**config.mk**
```make
export PLATFORM = sky130hd
export DESIGN_NAME = stable_max_priority_queue_flat
export DESIGN_NICKNAME = d
export VERILOG_FILES = /design/src/hw/rtl/smpq_pkg.sv /design/src/hw/rtl/smpq_if.sv /design/src/hw/rtl/smpq_store.sv /design/src/hw/rtl/stable_max_priority_queue.sv /design/src/flat_wrapper.sv
export SDC_FILE = /design/constraint.sdc
export NUM_CORES = 2
export LEC_CHECK = 0
export BUFFER_PORTS_ARGS = -buffer_cell sky130_fd_sc_hd__buf_4
export CORE_UTILIZATION = 40
export DETAILED_ROUTE_END_ITERATION = 16
export PLACE_DENSITY_LB_ADDON = 0.12
export SYNTH_ARGS = -nofsm -noshare
export SYNTH_HDL_FRONTEND = slang
export SYNTH_HIERARCHICAL = 1
export SYNTH_SLANG_ARGS = --single-unit
```
**constraint.sdc**
```tcl
create_clock -name i_clk -period 6.8 [get_ports i_clk]
set_input_delay 0.34 -clock i_clk [delete_from_list [all_inputs] [get_ports i_clk]]
set_output_delay 0.34 -clock i_clk [all_outputs]
set_load 0.03 [all_outputs]
```
**src/hw/rtl/smpq_pkg.sv**
```systemverilog
package smpq_pkg;

    localparam int SEV_W = 16;
    localparam int TAG_W = 16;
    localparam int STS_W = 2;

    // op codes
    localparam logic OP_INSERT = 1'b0;
    localparam logic OP_SERVE  = 1'b1;

    // status codes
    localparam logic [STS_W-1:0] STS_SERVED   = 2'd0;
    localparam logic [STS_W-1:0] STS_INSERTED = 2'd1;
    localparam logic [STS_W-1:0] STS_FULL     = 2'd2;
    localparam logic [STS_W-1:0] STS_EMPTY    = 2'd3;

    typedef struct packed {
        logic [SEV_W-1:0] sev;
        logic [TAG_W-1:0] tag;
    } t_entry;

    typedef struct packed {
        logic [STS_W-1:0] status;
        logic [TAG_W-1:0] tag;
        logic [SEV_W-1:0] sev;
    } t_result;

    typedef enum logic [6:0] {
        ST_IDLE = 7'b0000001,
        ST_RD   = 7'b0000010,
        ST_CMP  = 7'b0000100,
        ST_PUT  = 7'b0001000,
        ST_HRD  = 7'b0010000,
        ST_HEAD = 7'b0100000,
        ST_DONE = 7'b1000000
    } t_state;

endpackage

```
**src/hw/rtl/smpq_if.sv**
```systemverilog
interface smpq_in_if;
    logic                        valid;
    logic                        ready;
    logic                        op;
    logic [smpq_pkg::SEV_W-1:0]  severity;
    logic [smpq_pkg::TAG_W-1:0]  tag;

    modport source (output valid, output op, output severity, output tag, input ready);
    modport sink   (input valid, input op, input severity, input tag, output ready);
endinterface

interface smpq_out_if;
    logic                        valid;
    logic                        ready;
    logic [smpq_pkg::STS_W-1:0]  status;
    logic [smpq_pkg::TAG_W-1:0]  served_tag;
    logic [smpq_pkg::SEV_W-1:0]  served_severity;

    modport source (output valid, output status, output served_tag,
                    output served_severity, input ready);
    modport sink   (input valid, input status, input served_tag,
                    input served_severity, output ready);
endinterface

```
**src/hw/rtl/smpq_store.sv**
```systemverilog
// Entry memory: one write port, one read port, registered read data.
module smpq_store #(
    parameter int DEPTH = 64
) (
    input  logic                     i_clk,
    input  logic                     i_wr_en,
    input  logic [$clog2(DEPTH)-1:0] i_wr_addr,
    input  smpq_pkg::t_entry         i_wr_data,
    input  logic [$clog2(DEPTH)-1:0] i_rd_addr,
    output smpq_pkg::t_entry         o_rd_data
);

    smpq_pkg::t_entry r_mem [DEPTH];
    smpq_pkg::t_entry r_rd_data;

    always_ff @(posedge i_clk) begin
        if (i_wr_en) begin
            r_mem[i_wr_addr] <= i_wr_data;
        end
    end

    always_ff @(posedge i_clk) begin
        r_rd_data <= r_mem[i_rd_addr];
    end

    assign o_rd_data = r_rd_data;

endmodule

```
**src/hw/rtl/stable_max_priority_queue.sv**
```systemverilog
// Channel   Dir  Fields                                   Handshake
// i_in      in   op, severity, tag                        valid / ready
// o_out     out  status, served_tag, served_severity      valid / ready
//
// One word in gives one word out. A word is taken only in the idle state.
// Serve reads the head entry, then moves the head. An insert walks from the tail
// toward the head: each stored entry of lower severity is read, compared and
// moved one slot toward the tail, then the new entry is written into the hole.
// A rejected insert or an empty serve goes straight to the done state.
// Synchronous active-low reset empties the queue; memory contents are kept.
// A finished result waits in the done state only while the output register
// still holds an untaken word; the output register accepts a new word while
// a stalled one is being taken.
module stable_max_priority_queue #(
    parameter int CAPACITY = 64
) (
    input  logic              i_clk,
    input  logic              i_rst_n,
    smpq_in_if.sink           i_in,
    smpq_out_if.source        o_out
);

    localparam int AW = $clog2(CAPACITY);
    localparam int CW = $clog2(CAPACITY + 1);
    localparam logic [AW:0]   CAP_SUM = (AW+1)'(CAPACITY);
    localparam logic [CW-1:0] CAP_CNT = CW'(CAPACITY);

    // Control state
    smpq_pkg::t_state  r_state, n_state;
    logic [CW-1:0]     r_occ, n_occ;       // stored entries
    logic [AW-1:0]     r_head, n_head;     // slot of the best entry (ring)
    logic              r_out_valid, n_out_valid;

    // Working registers
    logic [AW-1:0]                r_idx, n_idx;   // logical slot being filled
    logic [smpq_pkg::SEV_W-1:0]   r_sev, n_sev;
    logic [smpq_pkg::TAG_W-1:0]   r_tag, n_tag;
    smpq_pkg::t_result            r_res, n_res;
    smpq_pkg::t_result            r_out, n_out;

    // Shared ring-address unit: logical slot -> physical slot
    logic [AW-1:0] u_lidx;
    logic [AW:0]   u_sum;
    logic [AW-1:0] u_phys;

    // Memory port
    logic              mem_wr_en;
    smpq_pkg::t_entry  mem_wr_data;
    smpq_pkg::t_entry  mem_rd_data;
    smpq_pkg::t_entry  new_entry;
    logic              out_free;

    assign u_sum  = {1'b0, r_head} + {1'b0, u_lidx};
    assign u_phys = (u_sum >= CAP_SUM) ? AW'(u_sum - CAP_SUM) : u_sum[AW-1:0];

    assign new_entry = '{sev: r_sev, tag: r_tag};
    assign out_free  = !r_out_valid || o_out.ready;

    smpq_store #(
        .DEPTH (CAPACITY)
    ) u_store (
        .i_clk     (i_clk),
        .i_wr_en   (mem_wr_en),
        .i_wr_addr (u_phys),
        .i_wr_data (mem_wr_data),
        .i_rd_addr (u_phys),
        .o_rd_data (mem_rd_data)
    );

    always_comb begin
        n_state     = r_state;
        n_occ       = r_occ;
        n_head      = r_head;
        n_out_valid = r_out_valid;
        n_idx       = r_idx;
        n_sev       = r_sev;
        n_tag       = r_tag;
        n_res       = r_res;
        n_out       = r_out;
        u_lidx      = r_idx;
        mem_wr_en   = 1'b0;
        mem_wr_data = new_entry;

        if (r_out_valid && o_out.ready) begin
            n_out_valid = 1'b0;
        end

        case (r_state)
            smpq_pkg::ST_IDLE: begin
                if (i_in.valid) begin
                    n_sev = i_in.severity;
                    n_tag = i_in.tag;
                    if (i_in.op == smpq_pkg::OP_INSERT) begin
                        if (r_occ == CAP_CNT) begin
                            n_res   = '{status: smpq_pkg::STS_FULL, tag: '0, sev: '0};
                            n_state = smpq_pkg::ST_DONE;
                        end else if (r_occ == '0) begin
                            n_idx   = '0;
                            n_state = smpq_pkg::ST_PUT;
                        end else begin
                            // start at the tail and walk toward the head
                            n_idx   = r_occ[AW-1:0];
                            n_state = smpq_pkg::ST_RD;
                        end
                    end else begin
                        if (r_occ == '0) begin
                            n_res   = '{status: smpq_pkg::STS_EMPTY, tag: '0, sev: '0};
                            n_state = smpq_pkg::ST_DONE;
                        end else begin
                            n_state = smpq_pkg::ST_HRD;
                        end
                    end
                end
            end
            smpq_pkg::ST_RD: begin
                // fetch the neighbor in front of the hole
                u_lidx  = r_idx - AW'(1);
                n_state = smpq_pkg::ST_CMP;
            end
            smpq_pkg::ST_CMP: begin
                u_lidx = r_idx;
                if (mem_rd_data.sev >= r_sev) begin
                    // equal severity stays ahead: ties keep arrival order
                    n_state = smpq_pkg::ST_PUT;
                end else begin
                    mem_wr_en   = 1'b1;
                    mem_wr_data = mem_rd_data;
                    n_idx       = r_idx - AW'(1);
                    n_state     = (r_idx == AW'(1)) ? smpq_pkg::ST_PUT : smpq_pkg::ST_RD;
                end
            end
            smpq_pkg::ST_PUT: begin
                u_lidx    = r_idx;
                mem_wr_en = 1'b1;
                n_occ     = r_occ + CW'(1);
                n_res     = '{status: smpq_pkg::STS_INSERTED, tag: '0, sev: '0};
                n_state   = smpq_pkg::ST_DONE;
            end
            smpq_pkg::ST_HRD: begin
                u_lidx  = '0;
                n_state = smpq_pkg::ST_HEAD;
            end
            smpq_pkg::ST_HEAD: begin
                // head moves one slot around the ring
                u_lidx  = AW'(1);
                n_head  = u_phys;
                n_occ   = r_occ - CW'(1);
                n_res   = '{status: smpq_pkg::STS_SERVED,
                            tag: mem_rd_data.tag, sev: mem_rd_data.sev};
                n_state = smpq_pkg::ST_DONE;
            end
            smpq_pkg::ST_DONE: begin
                if (out_free) begin
                    n_out       = r_res;
                    n_out_valid = 1'b1;
                    n_state     = smpq_pkg::ST_IDLE;
                end
            end
            default: begin
                n_state = smpq_pkg::ST_IDLE;
            end
        endcase
    end

    always_ff @(posedge i_clk) begin
        if (!i_rst_n) begin
            r_state     <= smpq_pkg::ST_IDLE;
            r_occ       <= '0;
            r_head      <= '0;
            r_out_valid <= 1'b0;
        end else begin
            r_state     <= n_state;
            r_occ       <= n_occ;
            r_head      <= n_head;
            r_out_valid <= n_out_valid;
        end
    end

    always_ff @(posedge i_clk) begin
        r_idx <= n_idx;
        r_sev <= n_sev;
        r_tag <= n_tag;
        r_res <= n_res;
        r_out <= n_out;
    end

    assign i_in.ready            = (r_state == smpq_pkg::ST_IDLE);
    assign o_out.valid           = r_out_valid;
    assign o_out.status          = r_out.status;
    assign o_out.served_tag      = r_out.tag;
    assign o_out.served_severity = r_out.sev;

endmodule

```
**src/flat_wrapper.sv**
```systemverilog
// flat-port wrapper written by rule: the top's interface ports become plain ports
module stable_max_priority_queue_flat 
#(
    parameter int CAPACITY = 64
)
  (i_clk, i_rst_n, i_in_valid, i_in_op, i_in_severity, i_in_tag, i_in_ready, o_out_valid, o_out_status, o_out_served_tag, o_out_served_severity, o_out_ready);
  smpq_in_if i_in_i ();
  smpq_out_if o_out_i ();
  input  logic i_clk;
  input  logic i_rst_n;
  input wire logic [$bits(i_in_i.valid)-1:0] i_in_valid;
  input wire logic [$bits(i_in_i.op)-1:0] i_in_op;
  input wire logic [$bits(i_in_i.severity)-1:0] i_in_severity;
  input wire logic [$bits(i_in_i.tag)-1:0] i_in_tag;
  output wire logic [$bits(i_in_i.ready)-1:0] i_in_ready;
  output wire logic [$bits(o_out_i.valid)-1:0] o_out_valid;
  output wire logic [$bits(o_out_i.status)-1:0] o_out_status;
  output wire logic [$bits(o_out_i.served_tag)-1:0] o_out_served_tag;
  output wire logic [$bits(o_out_i.served_severity)-1:0] o_out_served_severity;
  input wire logic [$bits(o_out_i.ready)-1:0] o_out_ready;
  assign i_in_i.valid = i_in_valid;
  assign i_in_i.op = i_in_op;
  assign i_in_i.severity = i_in_severity;
  assign i_in_i.tag = i_in_tag;
  assign i_in_ready = i_in_i.ready;
  assign o_out_valid = o_out_i.valid;
  assign o_out_status = o_out_i.status;
  assign o_out_served_tag = o_out_i.served_tag;
  assign o_out_served_severity = o_out_i.served_severity;
  assign o_out_i.ready = o_out_ready;
  stable_max_priority_queue #(.CAPACITY(CAPACITY)) u_core (.i_clk(i_clk), .i_rst_n(i_rst_n), .i_in(i_in_i), .o_out(o_out_i));
endmodule
```
Yosys cells after proc, flatten, opt, wreduce, memory -nomap -nowiden
Memory sizes are Yosys's and may differ from the RTL's. A register that Yosys moved wholly into a read port is not among the register bits.
Index checks and enable logic that the tools add are counted.
Cells by class
  $add $sub $neg: 5
  order comparisons: 2
  equal/unequal tests: 16
  mux-type cells: 32
  reductions and logical operators: 13
Operators by type and width (count)
  34-bit 2-to-1 mux: 4
  34-bit case mux with 3 select lines: 1
  32-bit 2-to-1 mux: 2
  7-bit 2-to-1 mux: 6
  7-bit case mux with 6 select lines: 1
  6-bit 2-to-1 mux: 6
  6-bit case mux with 3 select lines: 1
  16-bit >= comparator: 1
  7-bit equality test, second input constant: 2
  7-bit case mux with 2 select lines: 1
  6-bit case mux with 2 select lines: 1
  6-bit by 1-bit subtractor with 6-bit output, second input constant: 2
  4-bit 2-to-1 mux: 2
  2-bit != test, second input constant: 4
  6-bit by 6-bit adder with 7-bit output: 1
  7-bit by 1-bit adder with 7-bit output, second input constant: 1
  7-bit by 1-bit equality test with 1-bit output, second input constant: 1
  7-bit by 2-bit equality test with 1-bit output, second input constant: 1
  7-bit by 3-bit equality test with 1-bit output, second input constant: 1
  7-bit by 4-bit equality test with 1-bit output, second input constant: 1
  7-bit by 5-bit equality test with 1-bit output, second input constant: 1
  7-bit by 6-bit equality test with 1-bit output, second input constant: 1
  7-bit >= comparator, second input constant: 1
  7-bit zero test: 1
  15 further kinds: 24
Storage, ports and cells
  flip-flop bits (word level): 127
  memory bits (writable): 2048
  input bits: 37
  output and inout bits: 36
  memories kept: 1
Memory list
  u_core.u_store.r_mem: depth 64, bits a word 32, rd ports 1, clocked after memory_dff 1, wr ports 1, line smpq_store.sv:13  | smpq_pkg::t_entry r_mem [DEPTH];

Depth between registers and ports, before layout
  depth in word-level cells: 6
  depth in mapped cells: 20
  depth with buffers taken out: 17

Modules after synthesis
The synthesis kept the hierarchy.
By module, submodules not included
  smpq_store: times used 1, cells an instance 3324, area an instance 78515.3 µm²
  stable_max_priority_queue: times used 1, cells an instance 462, area an instance 5900.7 µm²

Worst setup path before layout
No wires, ideal clock.
  path type: register -> register
  start point: register u_core.r_state[4]
  end point: memory u_core/u_store/r_mem[48][0] (netlist name), enable pin
  arrival: 5465 ps
  setup slack: 874 ps
  cell stages (with the launch flop): 16
  period minus slack after synthesis: 5926 ps
  cell sequence: dfxtp_1 -> clkbuf_2 -> or4_1 -> or3_1 -> buf_2 -> o211ai_1 -> ha_1 -> inv_1 -> fa_1 -> inv_1 -> a21o_1 -> a21oi_1 -> xnor2_1 -> clkbuf_1 -> nand4b_1 -> nor3_1
Between the ends
  word-level cells in the longest chain between the ends: 5
  elaborated cells on any way between the ends: 13
  classes of those cells: add/sub: 2; order compare: 1; eq/ne: 5; mux: 5
Ends and longest elaborated chain
  start: declaration: line stable_max_priority_queue.sv:29  | smpq_pkg::t_state r_state, n_state;
  start signal: assignment: line stable_max_priority_queue.sv:167  | r_state <= smpq_pkg::ST_IDLE;
  start signal: assignment: line stable_max_priority_queue.sv:172  | r_state <= n_state;
  7-bit by 6-bit equality test with 1-bit output (tied with other cells): line stable_max_priority_queue.sv:88  | case (r_state)
  6-bit case mux with 3 select lines *: line stable_max_priority_queue.sv:88
  6-bit by 6-bit adder with 7-bit output *: line stable_max_priority_queue.sv:53  | assign u_sum = {1'b0, r_head} + {1'b0, u_lidx};
  6-bit by 1-bit subtractor with 6-bit output or 7-bit >= comparator (tied branches): line stable_max_priority_queue.sv:54  | assign u_phys = (u_sum >= CAP_SUM) ? AW'(u_sum - CAP_SUM) : u_sum[AW-1:0];
  6-bit 2-to-1 mux *: line stable_max_priority_queue.sv:54
  net u_core.u_phys[4]: line stable_max_priority_queue.sv:44  | logic [AW-1:0] u_phys;
  end: declaration: line smpq_store.sv:13
The timed path passes the listed nets; every way through them passes the cells marked *.

Worst setup path in the final report
  start point: register u_core.r_state[6]
  end point: register u_core/u_store/o_rd_data[24] (netlist name)
Between the ends
  word-level cells in the longest chain between the ends: 5
  elaborated cells on any way between the ends: 8
  classes of those cells: add/sub: 2; order compare: 1; eq/ne: 3; mux: 2
Ends and longest elaborated chain (line)
  7-bit by 6-bit equality test with 1-bit output (tied with other cells): stable_max_priority_queue.sv:88
  6-bit case mux with 3 select lines *: stable_max_priority_queue.sv:88
  6-bit by 6-bit adder with 7-bit output *: stable_max_priority_queue.sv:53
  6-bit by 1-bit subtractor with 6-bit output or 7-bit >= comparator (tied branches): stable_max_priority_queue.sv:54
  6-bit 2-to-1 mux *: stable_max_priority_queue.sv:54
  net u_core.u_phys[1]: stable_max_priority_queue.sv:44
Marks and branches as above.
A chain may end at the register's enable or synchronous reset.

==> results.rst <==
.. list-table::
   :header-rows: 1

   * - Metric
     - Value
   * - Run status
     - finished clean
   * - Crit path required time
     - ~7.5 ns
   * - Period utilization
     - between 80% and 90%
   * - Routed vias/inst
     - 5.72
   * - Slew of the pin with the lowest slew margin
     - between 1 and 1.5 ns
   * - Top flip-flop cell by instance count after synthesis
     - edfxtp_1
   * - Flops & latches, synth
     - between 2000 and 2500
   * - Number of placement rows
     - 168
   * - End of the worst register-to-register path
     - u_core/u_store/o_rd_data[24]
   * - Initial core utilization
     - between 40% and 50%
   * - Number of instances in the synthesized netlist
     - about 3800
   * - Reg2Reg Launch Point
     - u_core/r_state[6]
   * - Yosys cell types
     - between 60 and 70
   * - Worst supply voltage drop on vdd
     - 0.000280 V
   * - Library cell used as clock root buffer
     - clkbuf_16
   * - Cell-internal power
     - about 23000 uW
   * - Ratio of cells with drive above 1 in the final layout
     - 29.4%
   * - Placement Cell Area
     - 89900 sq um
   * - Wire length reported by the detailed router
     - 230000 um
   * - HPWL after DPL
     - 134000 um
   * - Cell repeated most along the worst path
     - mux4_2
   * - Yosys warns
     - 6
   * - DR WL/cell
     - between 30 and 40 um
   * - Fraction of registers with async set/reset
     - 0%
   * - Global-route total usage across every layer
     - around 22%
   * - Share of synthesized cell area in and, or, nand and nor gates
     - 2.08%
   * - Switching Fraction
     - between 20% and 30%
   * - Router iterations before antenna repair
     - 5
   * - Summed instance area of the synthesized netlist
     - 84400 sq um
   * - Total non-filler cell area in the finished layout
     - 97900 sq um
   * - WHS Endpoint
     - u_core/r_tag[11]
   * - Net count reported at finish
     - approximately 4200
   * - Die area
     - 213000 sq um
   * - Max Freq
     - roughly 170 MHz
   * - Sequential fraction of the synthesis area
     - ~80%
   * - Die Height
     - roughly 460 um
   * - Number of global-route vias before repair
     - slightly above 40000
   * - Final number of max-transition violations
     - 0
   * - Number of flops mapped to enable cells by yosys
     - roughly 2200
   * - Share of synthesized area spent on multiplexers
     - 16.1%
   * - Maximum capacitance violations
     - 0
   * - Compound-Gate Fraction of Synth Area
     - under 10%
   * - Clock buffers created by TritonCTS
     - 226
   * - Hold Violations, Final
     - 0
   * - Placed Cells incl. Taps
     - around 6700
   * - Clock period minus final worst setup slack
     - about 5.7 ns
   * - DRT iter0 DRCs
     - 4268
   * - Number of standard cells in the layout, taps in and fillers out
     - approximately 7100
   * - Hold Path Stages
     - 2
   * - Type of the worst setup path
     - reg2reg
   * - Headroom to the max-slew limit
     - 21.0%
   * - Total core area
     - 210000 sq um
   * - Share of total power in combinational logic
     - slightly below 8%
   * - Cell with the largest stage delay on the worst path
     - o22ai_1
   * - Average cell area after synthesis
     - between 20 and 25 sq um
   * - Worst reg-to-reg setup slack
     - approximately 1.1 ns
   * - Worst setup SP type
     - register
   * - Number of endpoints failing setup at the final stage
     - 0
   * - Global-route wire length before repair
     - roughly 320000 um
   * - Largest net degree at the start of global routing
     - 75
   * - Adder and majority cell fraction of the synthesized area
     - less than 1%
   * - Hold_sp
     - i_in_tag[11]
   * - Critical path cell sequence
     - or4_1 -> or3_1 -> o211ai_1 -> ha_4 -> inv_1 -> fa_1 -> inv_8 -> buf_12 -> mux4_2 -> mux4_2 -> o22ai_1 -> nor2_1
   * - Buffer levels on the longest clock path
     - 3
   * - Clock tree from TritonCTS
     - done
   * - Kind of capture point of the worst setup path
     - register
   * - Worst path max stage delay
     - 0.92 ns
   * - Leakage power figure
     - 0.0308 uW
   * - Number of primary I/O pins
     - 73
   * - Proportion of power drawn by flip-flops and latches
     - 50.8%
   * - Power density of the placed cells
     - between 300 and 400 nW/um^2
   * - Detailed-route DRC error count
     - 0
   * - IO buf count
     - between 70 and 80
   * - Worst setup skew after layout
     - between 0.03 and 0.04 ns
   * - Unrepaired setup endpoints after global routing
     - false
   * - Post-synthesis net count
     - roughly 3900
   * - Path type of the worst min-delay path
     - in2reg
   * - Congestion Overflow GR
     - 0
   * - R2R depth
     - 12
   * - Data arrival, critical path
     - approximately 6.4 ns
   * - Clock Sinks
     - roughly 2200
   * - Number of levels the H-tree was split into
     - 4
   * - Horizontal extent of the die
     - about 460 um
   * - Number of antenna violations at the first check in global routing
     - 17
   * - Proportion of power drawn by the clock network
     - around two fifths
   * - Highest net fanout along the worst path
     - approximately 70
   * - Main combinational cell family by area after synthesis
     - multiplexers
   * - Final TNS setup
     - 0 ns
   * - Post-route antenna net violation count
     - 0
   * - Final Wtd Congestion
     - ~0.80
   * - Area added between synthesis and finish
     - 16.0%
   * - Post-synthesis xor/xnor area fraction
     - 0.187%
   * - Total via count after detailed routing
     - approximately 41000
   * - Filler cells
     - 17300
   * - Worst-Skew Late Latency
     - between 0.8 and 0.9 ns
   * - Clock Pin Slew Worst Setup and Hold Paths
     - 0.06 ns
   * - Switching component of the power
     - 7080 uW
   * - # Post-CTS Setup Buffers
     - 0
==> power by group through the flow <==
stage	sequential [uW]	clock, uW	combinational, uW
6_report	15500	12700	2360
5_1_grt	15500	13400	2510
4_1_cts	15500	12900	2400
3_5_place_dp	15800	0	2370
3_3_place_gp	15800	0	2350
2_1_floorplan	15700	0	1330
==> flip-flops by register name (all words and copies together), names as in the netlist, 7 cells and up <==
register / count
u_core/r_sev: 16
u_core/o_out.served_severity: 16
u_core/u_store/r_mem: 2048
u_core/r_occ: 7
u_core/u_store/o_rd_data: 32
u_core/r_tag: 16
u_core/o_out.served_tag: 16
u_core/r_state: 7
u_core/r_res: 34
==> per-layer routing <==
metal  vias up  routed length [um]  global-route usage [%]
met1     22500              104000                    32.7
met5         -                  39                       0
met3       259               15800                    3.98
met4         6                4350                    4.94
met2      1382              105000                    32.8
li1      16700                   -                       -
==> cells in the mapped netlist (28+ instances only) <==
| master | n | area (sq um) |
|---|---|---|
| mux2_2 | 32 | 360 |
| buf_2 | 59 | 295 |
| inv_1 | 31 | 116 |
| o22ai_1 | 85 | 532 |
| ha_1 | 28 | 350 |
| mux4_2 | 544 | 12300 |
| and2_1 | 35 | 219 |
| clkbuf_1 | 82 | 308 |
| a21oi_1 | 82 | 410 |
| mux2i_1 | 97 | 971 |
| nand2_1 | 55 | 206 |
| edfxtp_1 | 2154 | 64700 |
| nor2_1 | 164 | 616 |
| dfxtp_1 | 53 | 1060 |
==> final cells by class <==
cell class                 count  area [sq um]  area share (%)
sequential                  2207         65700            67.1
multi-input combinational   1349         18200            18.6
clock buffer                 269          5870            5.99
tap                         2805          3510            3.58
timing repair buffer         299          2730            2.79
clock inverter               161          1740            1.78
inverter                      32           128           0.130
antenna                       12          30.0          0.0307
==> timing repair <==
item / 4_1_cts / 5_1_grt
hold buffers: 40 / 0
hold endpoints to repair: 54 / 0
endpoints found under the setup margin: 0 / 0
gates resized for setup: 0 / 0
==> placed cells by master (no fill, tap or decap), types with 35 or more instances in the layout <==
| cell type | instances |
|---|---|
| clkbuf_16 | 226 |
| mux4_2 | 544 |
| buf_4 | 228 |
| dfxtp_1 | 53 |
| nor2_1 | 102 |
| clkbuf_1 | 38 |
| mux2i_1 | 97 |
| clkinv_1 | 46 |
| nor2_4 | 62 |
| a21oi_1 | 82 |
| dlygate4sd3_1 | 40 |
| and2_1 | 35 |
| clkinv_2 | 49 |
| nand2_1 | 55 |
| edfxtp_1 | 2154 |
| o22ai_1 | 85 |
==> worst max-delay path by stage <==
stage | start | to | slack [ns] | cells past startpoint
CTS | u_core/r_state[6] | u_core/u_store/o_rd_data[5] | 1.0 | 11
floorplan | u_core/r_state[4] | u_core/u_store/r_mem[48][0] | 0.87 | 15
detailed placement | u_core/r_state[6] | u_core/u_store/o_rd_data[5] | 1.03 | 11
global route | u_core/r_state[6] | u_core/u_store/o_rd_data[11] | 0.90 | 14
global placement | u_core/r_state[6] | u_core/u_store/o_rd_data[11] | 1.03 | 13
finish | u_core/r_state[6] | u_core/u_store/o_rd_data[24] | 1.06 | 12
==> cell families after synthesis <==
| kind of cell | Yosys count |
|---|---|
| multiplexers | 673 |
| buffers and inverters | 230 |
| XOR/XNOR | 18 |
| AO/OA/AOI/OAI | 263 |
| adder cells (fa/ha/maj) | 30 |
| AND/OR/NAND/NOR | 365 |
| flip-flops | 2207 |
==> critical path, delay by kind of cell (launching register included) <==
| family | cells | cell delay, ns |
|---|---|---|
| AOI/OAI and AO/OA | 2 | 1.13 |
| and+or+nand+nor | 3 | 1.28 |
| adders and majority gates | 2 | 0.73 |
| DFF | 1 | 0.37 |
| muxes | 2 | 0.92 |
| buffers and inverters | 3 | 0.99 |
==> per-stage QoR <==
stage	worst slack (ns)	hold slack, ns	power (uW)	util [%]
floorplan	0.874	0.400	17000	-
global placement	1.03	0.404	18200	42.9
detailed placement	1.03	0.405	18200	42.9
CTS	0.999	0.116	30900	46.7
global route	0.898	0.153	31500	46.7
finish	1.06	0.190	30600	46.7
(Power assumes the default switching activity.)
